==> config.mk <==
export PLATFORM = sky130hd
export DESIGN_NAME = tmc_ctrl
export DESIGN_NICKNAME = d
export VERILOG_FILES = /design/src/rtl/core/tmc_pkg.sv /design/src/rtl/core/tmc_ctrl.sv
export SDC_FILE = /design/constraint.sdc
export NUM_CORES = 1
export LEC_CHECK = 0
export ABC_CLOCK_PERIOD_IN_PS = 6100
export BUFFER_PORTS_ARGS = -buffer_cell sky130_fd_sc_hd__clkbuf_2
export CORE_UTILIZATION = 50
export DETAILED_ROUTE_END_ITERATION = 8
export GPL_ROUTABILITY_DRIVEN = 1
export PLACE_DENSITY_LB_ADDON = 0.08
export SLEW_MARGIN = 20
export SYNTH_ARGS = -nofsm -noshare
export SYNTH_HDL_FRONTEND = slang
export SYNTH_SLANG_ARGS = --single-unit
==> constraint.sdc <==
create_clock -name clk_i -period 6.1 [get_ports clk_i]
set_clock_uncertainty 0.15 [all_clocks]
set_input_delay 0 -clock clk_i [delete_from_list [all_inputs] [get_ports clk_i]]
set_output_delay 0 -clock clk_i [all_outputs]
set_load 0.02 [all_outputs]
==> src/rtl/core/tmc_pkg.sv <==
package tmc_pkg;

  localparam int WordBits    = 32;
  localparam int FracBits    = 16;
  localparam int MulBits     = 34;
  localparam int ProdBits    = 2 * MulBits;
  localparam int RotShift    = 30 - FracBits;
  localparam int SqrtSteps   = 32;
  localparam int DivSteps    = 62;
  localparam int CordicSteps = 30;
  localparam int RotProducts = 12;
  localparam int MacSteps    = 64;
  localparam int AngSteps    = 3;
  localparam int Axes        = 3;
  localparam int Elems       = 16;

  typedef logic signed [WordBits-1:0] word_t;

  localparam word_t WordMax = 32'sh7FFF_FFFF;
  localparam word_t WordMin = 32'sh8000_0000;
  localparam word_t WordOne = 32'sd65536;

  localparam logic signed [35:0] PiQ30     = 36'sd3373259426;
  localparam logic signed [35:0] HalfPiQ30 = 36'sd1686629713;
  localparam logic signed [35:0] TwoPiQ30  = 36'sd6746518852;
  localparam logic signed [33:0] CordicK   = 34'sd652032874;
  localparam logic signed [33:0] Q30One    = 34'sd1073741824;
  localparam logic signed [32:0] NormLimit = 33'sd1073741824;

  typedef enum logic [2:0] {
    OP_IDENT = 3'd0,
    OP_TRANS = 3'd1,
    OP_SCALE = 3'd2,
    OP_ROT   = 3'd3,
    OP_READ  = 3'd4,
    OP_LOAD  = 3'd5,
    OP_MULT  = 3'd6,
    OP_NONE  = 3'd7
  } op_e;

  typedef struct packed {
    logic [2:0]         operation;
    logic signed [31:0] arg_x;
    logic signed [31:0] arg_y;
    logic signed [31:0] arg_z;
    logic signed [19:0] angle;
    logic [3:0]         load_index;
    logic signed [31:0] load_value;
  } in_item_t;

  typedef struct packed {
    logic [3:0]         element_index;
    logic signed [31:0] element_value;
    logic               last;
  } out_item_t;

  typedef enum logic [4:0] {
    S_IDLE, S_DECODE, S_NORM, S_SQ_MUL, S_SQ_ACC, S_SQRT_INIT, S_SQRT,
    S_DIV_INIT, S_DIV, S_DIV_DONE, S_ANG, S_CORDIC, S_RP_MUL, S_RP_SAVE,
    S_T_ROT, S_MAC_MUL, S_MAC_RND, S_MAC_ACC, S_COMMIT, S_READ
  } state_e;

  typedef enum logic [4:0] {
    DP_NONE, DP_LATCH, DP_IDENT, DP_LOAD_OP, DP_T_TRANS, DP_T_SCALE,
    DP_T_OPND, DP_NORM, DP_SQ_MUL, DP_SQ_ACC, DP_SQRT_INIT, DP_SQRT_STEP,
    DP_DIV_INIT, DP_DIV_STEP, DP_DIV_DONE, DP_ANG, DP_CORDIC, DP_RP_MUL,
    DP_RP_SAVE, DP_T_ROT, DP_MAC_MUL, DP_MAC_RND, DP_MAC_ACC, DP_COMMIT,
    DP_OUT
  } dp_act_e;

  typedef struct packed {
    dp_act_e    act;
    logic [5:0] cnt;
    logic [1:0] axis;
  } dp_cmd_t;

  typedef struct packed {
    logic [2:0] op;
    logic       axis_zero;
    logic       norm_done;
    logic       out_free;
  } dp_sts_t;

  function automatic logic [29:0] atan_q30(logic [4:0] i);
    logic [29:0] r;
    case (i)
      5'd0:    r = 30'd843314857;
      5'd1:    r = 30'd497837829;
      5'd2:    r = 30'd263043837;
      5'd3:    r = 30'd133525159;
      5'd4:    r = 30'd67021687;
      5'd5:    r = 30'd33543516;
      5'd6:    r = 30'd16775851;
      5'd7:    r = 30'd8388437;
      5'd8:    r = 30'd4194283;
      5'd9:    r = 30'd2097149;
      default: r = 30'd1 << (5'd30 - i);
    endcase
    return r;
  endfunction

  function automatic word_t wmul_round(logic signed [ProdBits-1:0] p);
    logic                neg;
    logic [ProdBits-1:0] mag;
    logic [ProdBits-1:0] q;
    logic [ProdBits-1:0] lim;
    word_t               r;
    neg = p[ProdBits-1];
    mag = neg ? (~p + 1'b1) : p;
    q   = (mag + (ProdBits'(1) << (FracBits - 1))) >> FracBits;
    lim = neg ? ProdBits'(64'd2147483648) : ProdBits'(64'd2147483647);
    if (q > lim) begin
      r = neg ? WordMin : WordMax;
    end else if (neg) begin
      r = word_t'(~q[WordBits-1:0] + 1'b1);
    end else begin
      r = word_t'(q[WordBits-1:0]);
    end
    return r;
  endfunction

  function automatic word_t wadd_sat(word_t a, word_t b);
    logic signed [WordBits:0] s;
    word_t                    r;
    s = {a[WordBits-1], a} + {b[WordBits-1], b};
    if (s[WordBits] != s[WordBits-1]) begin
      r = s[WordBits] ? WordMin : WordMax;
    end else begin
      r = s[WordBits-1:0];
    end
    return r;
  endfunction

endpackage

==> src/rtl/core/tmc_ctrl.sv <==
module tmc_ctrl import tmc_pkg::*; (
  input  logic    clk_i,
  input  logic    rst_ni,
  input  logic    in_valid_i,
  output logic    in_ready_o,
  input  dp_sts_t sts_i,
  output dp_cmd_t cmd_o
);

  state_e     state_q, state_d;
  logic [5:0] cnt_q, cnt_d;
  logic [1:0] axis_q, axis_d;

  always_ff @(posedge clk_i or negedge rst_ni) begin
    if (!rst_ni) begin
      state_q <= S_IDLE;
      cnt_q   <= '0;
      axis_q  <= '0;
    end else begin
      state_q <= state_d;
      cnt_q   <= cnt_d;
      axis_q  <= axis_d;
    end
  end

  always_comb begin
    state_d = state_q;
    cnt_d   = cnt_q;
    axis_d  = axis_q;
    case (state_q)
      S_IDLE: begin
        if (in_valid_i) begin
          state_d = S_DECODE;
        end
      end
      S_DECODE: begin
        cnt_d  = '0;
        axis_d = '0;
        case (op_e'(sts_i.op))
          OP_TRANS, OP_SCALE, OP_MULT: state_d = S_MAC_MUL;
          OP_READ: state_d = S_READ;
          OP_ROT:  state_d = sts_i.axis_zero ? S_IDLE : S_NORM;
          default: state_d = S_IDLE;
        endcase
      end
      S_NORM: begin
        if (sts_i.norm_done) begin
          state_d = S_SQ_MUL;
        end
      end
      S_SQ_MUL: state_d = S_SQ_ACC;
      S_SQ_ACC: begin
        if (cnt_q == 6'(Axes - 1)) begin
          state_d = S_SQRT_INIT;
        end else begin
          cnt_d   = cnt_q + 6'd1;
          state_d = S_SQ_MUL;
        end
      end
      S_SQRT_INIT: begin
        cnt_d   = '0;
        state_d = S_SQRT;
      end
      S_SQRT: begin
        if (cnt_q == 6'(SqrtSteps - 1)) begin
          axis_d  = '0;
          state_d = S_DIV_INIT;
        end else begin
          cnt_d = cnt_q + 6'd1;
        end
      end
      S_DIV_INIT: begin
        cnt_d   = '0;
        state_d = S_DIV;
      end
      S_DIV: begin
        if (cnt_q == 6'(DivSteps - 1)) begin
          state_d = S_DIV_DONE;
        end else begin
          cnt_d = cnt_q + 6'd1;
        end
      end
      S_DIV_DONE: begin
        if (axis_q == 2'(Axes - 1)) begin
          cnt_d   = '0;
          state_d = S_ANG;
        end else begin
          axis_d  = axis_q + 2'd1;
          state_d = S_DIV_INIT;
        end
      end
      S_ANG: begin
        if (cnt_q == 6'(AngSteps - 1)) begin
          cnt_d   = '0;
          state_d = S_CORDIC;
        end else begin
          cnt_d = cnt_q + 6'd1;
        end
      end
      S_CORDIC: begin
        if (cnt_q == 6'(CordicSteps - 1)) begin
          cnt_d   = '0;
          state_d = S_RP_MUL;
        end else begin
          cnt_d = cnt_q + 6'd1;
        end
      end
      S_RP_MUL: state_d = S_RP_SAVE;
      S_RP_SAVE: begin
        if (cnt_q == 6'(RotProducts - 1)) begin
          state_d = S_T_ROT;
        end else begin
          cnt_d   = cnt_q + 6'd1;
          state_d = S_RP_MUL;
        end
      end
      S_T_ROT: begin
        cnt_d   = '0;
        state_d = S_MAC_MUL;
      end
      S_MAC_MUL: state_d = S_MAC_RND;
      S_MAC_RND: state_d = S_MAC_ACC;
      S_MAC_ACC: begin
        if (cnt_q == 6'(MacSteps - 1)) begin
          state_d = S_COMMIT;
        end else begin
          cnt_d   = cnt_q + 6'd1;
          state_d = S_MAC_MUL;
        end
      end
      S_COMMIT: state_d = S_IDLE;
      S_READ: begin
        if (sts_i.out_free) begin
          if (cnt_q == 6'(Elems - 1)) begin
            state_d = S_IDLE;
          end else begin
            cnt_d = cnt_q + 6'd1;
          end
        end
      end
      default: state_d = S_IDLE;
    endcase
  end

  always_comb begin
    in_ready_o = 1'b0;
    cmd_o.act  = DP_NONE;
    cmd_o.cnt  = cnt_q;
    cmd_o.axis = axis_q;
    case (state_q)
      S_IDLE: begin
        in_ready_o = 1'b1;
        if (in_valid_i) begin
          cmd_o.act = DP_LATCH;
        end
      end
      S_DECODE: begin
        case (op_e'(sts_i.op))
          OP_IDENT: cmd_o.act = DP_IDENT;
          OP_TRANS: cmd_o.act = DP_T_TRANS;
          OP_SCALE: cmd_o.act = DP_T_SCALE;
          OP_MULT:  cmd_o.act = DP_T_OPND;
          OP_LOAD:  cmd_o.act = DP_LOAD_OP;
          default:  cmd_o.act = DP_NONE;
        endcase
      end
      S_NORM:      cmd_o.act = sts_i.norm_done ? DP_NONE : DP_NORM;
      S_SQ_MUL:    cmd_o.act = DP_SQ_MUL;
      S_SQ_ACC:    cmd_o.act = DP_SQ_ACC;
      S_SQRT_INIT: cmd_o.act = DP_SQRT_INIT;
      S_SQRT:      cmd_o.act = DP_SQRT_STEP;
      S_DIV_INIT:  cmd_o.act = DP_DIV_INIT;
      S_DIV:       cmd_o.act = DP_DIV_STEP;
      S_DIV_DONE:  cmd_o.act = DP_DIV_DONE;
      S_ANG:       cmd_o.act = DP_ANG;
      S_CORDIC:    cmd_o.act = DP_CORDIC;
      S_RP_MUL:    cmd_o.act = DP_RP_MUL;
      S_RP_SAVE:   cmd_o.act = DP_RP_SAVE;
      S_T_ROT:     cmd_o.act = DP_T_ROT;
      S_MAC_MUL:   cmd_o.act = DP_MAC_MUL;
      S_MAC_RND:   cmd_o.act = DP_MAC_RND;
      S_MAC_ACC:   cmd_o.act = DP_MAC_ACC;
      S_COMMIT:    cmd_o.act = DP_COMMIT;
      S_READ:      cmd_o.act = sts_i.out_free ? DP_OUT : DP_NONE;
      default:     cmd_o.act = DP_NONE;
    endcase
  end

endmodule

Word level (Yosys, flattened, before mapping)
Index checks and enable logic that the tools add are counted.
- register bits after elaboration: 13
- output and inout bits: 14
- word-level logic and storage cells: 98
- add/sub/neg operators: 2
- eq/ne operators: 49
- muxes and demuxes: 35
- reduce and logical (&&, ||, !) cells: 9
- operators with widths (cell ; number):
    $pmux 5 s20 ; 1
    $pmux 5 s19 ; 1
    $mux 6 ; 10
    $pmux 6 s10 ; 1
    $mux 5 ; 10
    $eq 5x4->1 const B ; 8
    $ne 2x2->1 const B ; 16
    $eq 5x3->1 const B ; 4
    $eq 5x5->1 const B ; 4
    $pmux 3 s5 ; 1
    $pmux 5 s3 ; 1
    $eq 6x4->1 const B ; 2
    $eq 6x5->1 const B ; 2
    $eq 6x6->1 const B ; 2
    $eq 5x2->1 const B ; 2
    $reduce_bool 10->1 ; 1
    $eq 3x3->1 const B ; 3
    $reduce_and 9->1 ; 1
    $mux 2 ; 4
    $reduce_and 8->1 ; 1
    $add 6x1->6 const B ; 1
    $eq 3x2->1 const B ; 2
    $eq 6x2->1 const B ; 1
    $mux 3 ; 2
    other kinds (13) ; 14

Logic depth before layout (Yosys ltp)
Gate-level depths: netlist (run 1).
- word-level depth: 4
- mapped depth: 8

Worst setup path before layout (run 1)
Ideal clock, no wire load.
- path type: flip-flop to flip-flop
- from: register cnt_q[0]
- to: register cnt_q[3]
- library setup time: 0.095 ns
- arrival: 1.873 ns
- data required time: 5.855 ns
- path slack: 3.981 ns
- stages on the path, launching flop included: 8
- clock period less this slack: 2.119 ns
- path through: dfrtp_1 ha_1 nor4b_1 and4_1 a21oi_2 o211ai_4 or2_4 o31ai_1
- word-level cells in the longest chain between the ends: 4
- elaborated cells on any way between the ends: 25
- those cells by class: 1 x add/sub; 13 x eq/ne; 10 x mux; 1 x reduce/logical
- RTL lines (item ; RTL line ; text):
    start, declared ; tmc_ctrl.sv:11 ; logic [5:0] cnt_q, cnt_d;
    start signal, assigned ; tmc_ctrl.sv:21 ; cnt_q <= cnt_d;
    $add 6x1->6 ; n/a ;
    $mux 6 ; tmc_ctrl.sv:134 ; if (cnt_q == 6'(Elems - 1)) begin
    $mux 6 ; tmc_ctrl.sv:133 ; if (sts_i.out_free) begin
    $pmux 6 s10 ; tmc_ctrl.sv:30 ; case (state_q)
Parallel ways exist; a longest one is shown, timed or not. The select of a mux whose other input is x is not followed.
A chain may end at the register's enable or synchronous reset.

Worst setup path in the final report (run 1)
- from: register state_q[1]
- to: register cnt_q[3]
- word-level cells in the longest chain between the ends: 4
- elaborated cells on any way between the ends: 25
- those cells by class: 21 x eq/ne; 1 x mux; 3 x reduce/logical
- RTL lines (item ; RTL line ; text):
    start, declared ; tmc_ctrl.sv:10 ; state_e state_q, state_d;
    start signal, assigned ; tmc_ctrl.sv:20 ; state_q <= state_d;
    $eq 5x1->1 (tied with other cells) ; tmc_ctrl.sv:30 ;
    $reduce_or 4->1 (no source line) ; n/a ;
    $reduce_bool 10->1 (no source line) ; n/a ;
    $reduce_and 9->1 (no source line) ; n/a ;
Parallel ways exist; a longest one is shown, timed or not.

==> results of run 1 <==
-- kinds of logic after synthesis --
| logic type | Yosys count | synth area share [%] |
|---|---|---|
| AND/OR/NAND/NOR | 89 | 31.0 |
| XOR/XNOR | 2 | 1.14 |
| multiplexers | 5 | 3.42 |
| adder cells (fa/ha/maj) | 4 | 3.25 |
| buffers and inverters | 26 | 8.14 |
| AO/OA/AOI/OAI | 68 | 31.9 |
| flip-flops | 13 | 21.2 |
-- state kept, by name, summed over array words and instances (netlist names) --
signal / flops
cnt_q: 6
state_q: 5
axis_q: 2
-- cell usage after synthesis (3+ instances only) --
| cell type | instances |
|---|---|
| clkbuf_1 | 3 |
| o22ai_1 | 4 |
| and3_1 | 3 |
| o31ai_1 | 7 |
| ha_1 | 4 |
| nor2b_1 | 4 |
| mux2i_1 | 3 |
| a21o_1 | 3 |
| nor3_1 | 6 |
| nor2_1 | 20 |
| nand3b_1 | 3 |
| inv_1 | 8 |
| nand3_1 | 10 |
| a21oi_1 | 12 |
| nand2b_1 | 7 |
| nand2_1 | 16 |
| dfrtp_1 | 13 |
| nand4_1 | 3 |
| o21ai_0 | 16 |
| buf_2 | 10 |
-- stage by stage --
stage	hold slack [ns]	total power (W)	setup WS, ns	utilization [%]
after floorplan	-0.446	0.0000920	3.98	-
after global placement	-0.236	0.0000986	3.61	56.4
after detailed placement	-0.228	0.0000990	3.61	56.4
after CTS	0.0133	0.000153	3.59	57.7
after global routing	0.0404	0.000157	3.35	57.7
final	0.00218	0.000152	3.54	57.7
-- per-layer routing --
metal | part of all wire (%) | wire length, um | up-vias | GRT usage, %
li1 | - | - | 786 | -
met2 | 44 | 1860 | 78 | 41.4
met4 | 1.9 | 81 | 0 | 7.67
met3 | 6.8 | 284 | 10 | 1.59
met5 | 0 | 0 | - | 0
met1 | 47 | 1960 | 774 | 41.4
-- layout make-up --
type	count	area share [%]
clock buffers	4	1.61
multi-input cells	168	66.6
repair buffers	23	7.36
inverters	9	2.07
well taps	31	2.38
flip-flops and latches	13	19.9
-- repair_timing --
item	4_1_cts	5_1_grt
setup endpoints to repair	0	0
hold buffers	1	0
hold endpoints to repair	13	0
gates resized for setup	0	0
-- cell usage in the layout (no fill, tap or decap), types with 2 or more instances in the layout --
cell type | Yosys | final
clkbuf_2 | 0 | 22
nor2_1 | 20 | 20
nand2_1 | 16 | 16
o21ai_0 | 16 | 16
dfrtp_1 | 13 | 13
a21oi_1 | 12 | 12
nand3_1 | 10 | 10
inv_1 | 8 | 8
nand2b_1 | 7 | 7
o31ai_1 | 7 | 7
nor3_1 | 6 | 6
nor2b_1 | 4 | 4
o22ai_1 | 4 | 4
ha_1 | 4 | 4
nand3b_1 | 3 | 3
a21o_1 | 3 | 3
and3_1 | 3 | 3
nand4_1 | 3 | 3
mux2i_1 | 3 | 3
clkbuf_4 | 0 | 3
or2_1 | 2 | 2
o211ai_1 | 2 | 2
nor3b_1 | 2 | 2
or2b_1 | 2 | 2
a31oi_1 | 2 | 2
and2_1 | 2 | 2
and4_1 | 2 | 2
a211oi_1 | 2 | 2
a31oi_2 | 2 | 2
a211o_1 | 2 | 2
-- power groups by stage --
stage | clock [W] | combinational [W] | sequential (W)
2_1_floorplan | 0 | 0.00000414 | 0.0000878
3_3_place_gp | 0 | 0.0000108 | 0.0000878
3_5_place_dp | 0 | 0.0000112 | 0.0000878
4_1_cts | 0.0000554 | 0.0000118 | 0.0000861
5_1_grt | 0.0000582 | 0.0000131 | 0.0000861
6_report | 0.0000547 | 0.0000116 | 0.0000861
-- final timing paths --
kind | start | endpoint | slack (ns) | cells past startpoint
max reg2reg | state_q[1]$_DFFE_PN0P_ | cnt_q[3]$_DFFE_PN0P_ | 3.54 | 6
min in group clk_i | sts_i[5] | state_q[4]$_DFFE_PN0P_ | 0.22 | 4
min | rst_ni | cnt_q[0]$_DFFE_PN0P_ | 0.002 | 2
max | state_q[1]$_DFFE_PN0P_ | cnt_q[3]$_DFFE_PN0P_ | 3.54 | 6
max in group asynchronous | rst_ni | axis_q[1]$_DFFE_PN0P_ | 5.53 | 2
min reg2reg | axis_q[0]$_DFFE_PN0P_ | axis_q[0]$_DFFE_PN0P_ | 0.35 | 1
==> results by group, run 1 <==
Outcome
  – Status: finished with violations
  – Failing checks: DRC

Synth
  – Ys flop type: dfrtp_1
  – Number of synthesized register bits: 13
  – Mean Syn Cell Area: 7.43 um2
  – Synth area leader: dfrtp_1
  – Synth top area share: 21.2%
  – Synth area leaders: dfrtp_1, o21ai_0, nor2_1
  – Syn nets: 220
  – Seq/Total Area, Yosys: 21.2%
  – Synth unique cells: 61
  – Mapped Cells: 207
  – Synthesized area: 0.00154 mm2
  – FFs w/ async S/R, synth: 100%
  – Post-synth EDFFs: 0
  – Yosys warns: 0

Placed design
  – Post-DP HPWL: 3110 um
  – Placed cell areas: 0.00160 mm2
  – I/O Buffers: 22
  – Final GP Congestion: 0.912
  – Cells after DPL: 243

Clock network
  – Cts bufs inserted: 3
  – Reg clk slew, reported paths: 0.08 ns
  – Longest Clk Path Bufs: 2
  – H-Tree Depth: 1
  – TritonCTS Sinks: 13
  – Post-CTS Setup Inserts: 0
  – CTS tree: yes
  – Worst-skew pair later-pin latency: 0.28 ns
  – Clk root buf: clkbuf_4

Die
  – Die area: 0.00330 mm2
  – Ports: 23
  – Die Ht: 57.5 um
  – Initial Utilization: 54.4%
  – Core area: 0.00283 mm2
  – Die Wd: 57.5 um
  – Row count: 19

Setup path
  – Slowest cell on the critical path: dfrtp_1
  – Crit path buffers/inverters: 0
  – CP Capture Type: register
  – CP peak stage delay: 0.88 ns
  – Kind of critical path: reg2reg
  – Startpoint types: register
  – Worst Path Max Fanout: 28
  – Cell Chain, Critical Path: nor3b_1 -> and4_1 -> a21oi_2 -> o211ai_4 -> or2_4 -> o31ai_1
  – Cell class contributing the biggest share of worst-path delay: flip-flops
  – Data required, critical path: 6.13 ns
  – Critical Path AT: 2.59 ns

Cells and area
  – Multi-input logic area: 0.00109 mm2
  – Register Area: 325 um2
  – # diodes: 0
  – Layout Cells excl Fill: 248
  – Design area: 0.00163 mm2
  – Filler instances: 267
  – NumNets Final: 231
  – Area Growth Syn to Fin: 6.10%
  – Share of layout cells above drive strength 1: 18.0%

Power and ir drop
  – Power density cells: 93.4 mW/mm2
  – VDD IR max: 0.0966 mV
  – P_leak: 0.651 nW
  – Comb pwr share: 7.6%
  – Switching part of the total: 23.8%
  – Sequential share of power: 56.5%
  – Power Internal: 0.000116 W
  – Sw Pwr: 0.0000362 W
  – Clock power share: 35.9%

Route
  – Number of antenna-violating nets in the routed design: 0
  – Initial DRC count: 178
  – DR WL/cell: 16.9 um
  – Total routed wirelength: 4190 um
  – DRC: 3
  – DRT Pass-1 Iters: 7
  – Routed vias/inst: 6.65
  – Via Count: 1,648

Timing
  – Fin crit share: 41.9%
  – RSZ-0062 raised after global routing: no
  – Setup TNS Final: 0 ns
  – Final Slew Violations: 0
  – Final Hold Vio Count: 0
  – Worst-Margin Slew: 0.819 ns
  – FMAX: 391 MHz
  – Post-layout minimum cycle time: 2.56 ns
  – Final setup violating endpoints: 0
  – Max_slew headroom: 45.4%

Flow run
  – Max cap viols: 0

GRT
  – Total Routing Usage GR: 27.2%
  – First-pass GRT wire length: 7150 um
  – Largest net degree at the start of global routing: 29
  – Initial antenna violation count: 0
  – Number of global-route vias before repair: 1,463
  – Total grt overflow: 0

Worst hold path
  – Worst Hold Class: in2async
Power figures use the tool's default switching activity.
==> run 2: changes to the inputs <==
- ABC_AREA: unset -> 1
- ABC_CLOCK_PERIOD_IN_PS: 6100 -> 2450
- clock period: 6.1 -> 2.45 ns (I/O delays scaled with it)
==> results by group, run 2 <==
Synth
  – Mean Syn Cell Area: 5.45 um2 (-27%)
  – Synth area leaders: nand2_1, dfrtp_1, nor2_1
  – Yosys warns: 0 (unchanged)
  – XOR/XNOR Fraction of Synth Area: 1.75% (+0.61 points)
  – Syn nets: 288 (+31%)
  – Compound-cell area share of the yosys netlist: 11.3% (-21 points)
  – Synth area leader: nand2_1
  – Main combinational cell family by area after synthesis: simple AND/OR/NAND/NOR gates
  – Post-synth EDFFs: 0 (unchanged)
  – Most common cell in the netlist: nand2_1
  – Multiplexer area fraction after synthesis: 0% (-3.4 points)
  – Synth top area share: 23.5% (+2.4 points)
  – Ys flop type: dfrtp_1
  – Mapped Cells: 275 (+33%)
  – Synth Area in Adders: 3.34% (+0.084 points)
  – Synth top cells by count: nand2_1, nor2_1, inv_1, nand3_1, dfrtp_1
  – Number of synthesized register bits: 13 (unchanged)
  – Synthesized area: 0.00150 mm2 (-2.5%)
  – Synth Area in Simple Gates: 52.3% (+21 points)
  – Synth unique cells: 23 (-62%)
  – Seq/Total Area, Yosys: 21.7% (+0.55 points)
  – FFs w/ async S/R, synth: 100% (unchanged)

Cells and area
  – Register with the most flip-flops: cnt_q
  – Most common cell after layout, fill and taps aside: nand2_1
  – Most frequent cells in the layout: nand2_1, nor2_1, inv_1, nand3_1, clkbuf_2
  – Area Growth Syn to Fin: 12.8%
  – Filler instances: 317 (+19%)
  – # diodes: 0 (unchanged)
  – Share of layout cells above drive strength 1: 14.3% (-3.7 points)
  – Final design utilization: 60.3% (+2.6 points)
  – NumNets Final: 315 (+36%)
  – Max reg flops: 6 (unchanged)
  – Regs by FF count: cnt_q: 6 flops, state_q: 5 flops, axis_q: 2 flops

Setup path
  – CP peak stage delay: 0.56 ns (-0.32 ns)
  – Critical Path AT: 2.06 ns (-0.53 ns)
  – Slowest cell on the critical path: dfrtp_1
  – Cell class contributing the biggest share of worst-path delay: simple AND/OR/NAND/NOR gates
  – Crit path buffers/inverters: 2 (+2)
  – Most frequent CP cell: nand2_1
  – Startpoint types: register
  – Kind of critical path: reg2out
  – Cell Chain, Critical Path: nand2_1 -> nor2_1 -> nand2_1 -> inv_2 -> nand2_1 -> nand3_1 -> clkbuf_2
  – Worst Path Max Fanout: 9 (-68%)
  – Data required, critical path: 2.30 ns (-3.83 ns)
  – CP Capture Type: primary output

Route
  – DRT Pass-1 Iters: 7 (unchanged)
  – Total routed wirelength: 4320 um (+3.2%)
  – DRC: 2 (-1)
  – Routed vias/inst: 5.60 (-16%)
  – Via Count: 1,860 (+13%)
  – DR WL/cell: 13.0 um (-23%)
  – Initial DRC count: 181 (+1.7%)
  – Number of antenna-violating nets in the routed design: 0 (unchanged)

Die
  – Core area: 0.00281 mm2 (-0.84%)
  – Die Ht: 56.8 um (-1.2%)
  – Initial Utilization: 53.4% (-0.92 points)
  – Ports: 23 (unchanged)
  – Die area: 0.00322 mm2 (-2.4%)
  – Row count: 19 (unchanged)
  – Die Wd: 56.8 um (-1.2%)

Power and ir drop
  – Comb pwr share: 72.8% (+65 points)
  – Power Internal: 0.000859 W (+640%)
  – Power density cells: 1290 mW/mm2 (+1300%)
  – VDD IR max: 0.621 mV (+540%)
  – Sw Pwr: 0.00132 W (+3600%)
  – P_leak: 0.989 nW (+52%)
  – Pwr Total: 0.00218 W (+1300%)
  – Switching part of the total: 60.6% (+37 points)
  – Clock power share: 6.5% (-29 points)
  – Sequential share of power: 20.8% (-36 points)

Timing
  – WHS: 0.0111 ns (+0.00891 ns)
  – Final setup violating endpoints: 0 (unchanged)
  – Setup TNS Final: 0 ns (unchanged)
  – Worst-Margin Slew: 0.587 ns (-0.231 ns)
  – FMAX: 452 MHz
  – Post-layout minimum cycle time: 2.21 ns
  – RSZ-0062 raised after global routing: no
  – Final Slew Violations: 0 (unchanged)
  – Fin crit share: 90.2%
  – Max_slew headroom: 60.7% (+15 points)
  – Final Hold Vio Count: 0 (unchanged)

GRT
  – Global Route met3 Usage: 7.14% (+5.6 points)
  – Gr busiest metal: met2
  – First-pass GRT wire length: 7190 um (+0.57%)
  – Number of global-route vias before repair: 1,600 (+9.4%)
  – Initial antenna violation count: 0 (unchanged)
  – Total grt overflow: 0 (unchanged)
  – Total Routing Usage GR: 28.6% (+1.4 points)
  – Met2 GRT Util: 44.4% (+3.0 points)
  – Largest net degree at the start of global routing: 14 (-52%)
  – GR Util met1: 40.7% (-0.73 points)

Clock network
  – Post-CTS Setup Inserts: 0 (unchanged)
  – # resized after CTS: 0 (unchanged)
  – Reg clk slew, reported paths: 0.08 ns (about the same)
  – Cts hold-fix bufs: 2 (+1)
  – Cts bufs inserted: 3 (unchanged)
  – Longest Clk Path Bufs: 2 (unchanged)
  – Clk root buf: clkbuf_4
  – H-Tree Depth: 1 (unchanged)
  – TritonCTS Sinks: 13 (unchanged)
  – Worst-skew pair later-pin latency: 0.29 ns (about the same)
  – CTS tree: yes

Placed design
  – Post-DP HPWL: 3480 um (+12%)
  – Final GP Congestion: 0.983 (+7.7%)
  – I/O Buffers: 22 (unchanged)

Outcome
  – Status: finished with violations
  – Failing checks: DRC

Worst hold path
  – Worst Hold Class: in2reg

Flow run
  – Max cap viols: 0 (unchanged)
-- run 2: final timing paths --
path | from | slack, ns | end | depth (start not counted)
worst max-delay path | state_q[0]$_DFFE_PN0P_ | 0.24 | cmd_o[10] | 7
worst min-delay path | sts_i[5] | 0.01 | state_q[4]$_DFFE_PN0P_ | 4
worst max register to register | cnt_q[0]$_DFFE_PN0P_ | 0.28 | cnt_q[4]$_DFFE_PN0P_ | 9
worst min register to register | axis_q[0]$_DFFE_PN0P_ | 0.37 | axis_q[0]$_DFFE_PN0P_ | 1
max in group asynchronous | rst_ni | 1.16 | state_q[3]$_DFFE_PN0P_ | 3
min in group asynchronous | rst_ni | 0.61 | cnt_q[4]$_DFFE_PN0P_ | 3
-- run 2: through the flow --
step,std cells,area [um2],setup slack [ns]
after floorplan,275,1500,0.619
after global placement,326,1640,0.423
after detailed placement,326,1640,0.358
after CTS,332,1690,0.322
after global routing,332,1690,0.106
final,332,1690,0.240
-- run 2: worst min-delay path: stages --
cell and delay [ns]:
clkbuf_2 0.12, nand3_1 0.08, and3_1 0.16, nand2_1 0.05
-- run 2: area by class of cell --
type	count	area (um2)	share of cell area, %
timing repair buffer	26	145	8.59
sequential	13	325	19.2
inverter	33	124	7.33
clock inverter	1	5.00	0.296
multi-input combinational	225	1030	60.9
clock buffer	3	22.5	1.33
tap	31	38.8	2.29
-- run 2: power by group through the flow --
stage	Clock, W	Combinational [W]	Sequential (W)
3_5_place_dp	0	0.00156	0.000450
2_1_floorplan	0	0.00116	0.000413
3_3_place_gp	0	0.00157	0.000452
6_report	0.000141	0.00159	0.000454
4_1_cts	0.000141	0.00156	0.000446
5_1_grt	0.000150	0.00179	0.000461
-- run 2: kinds of logic (layout without fill, tap and decap cells) --
| logic type | count (synthesis) | count (layout) |
|---|---|---|
| flip-flops | 13 | 13 |
| AND/OR/NAND/NOR | 188 | 188 |
| AO/OA/AOI/OAI | 30 | 30 |
| buffers and inverters | 37 | 63 |
| adder cells (fa/ha/maj) | 4 | 4 |
| XOR/XNOR | 3 | 3 |
-- run 2: per-layer routing --
metal	wire length [um]	part of all wire [%]
met5	0	0
met4	61	1.4
met3	451	10
met2	1860	43
met1	1950	45
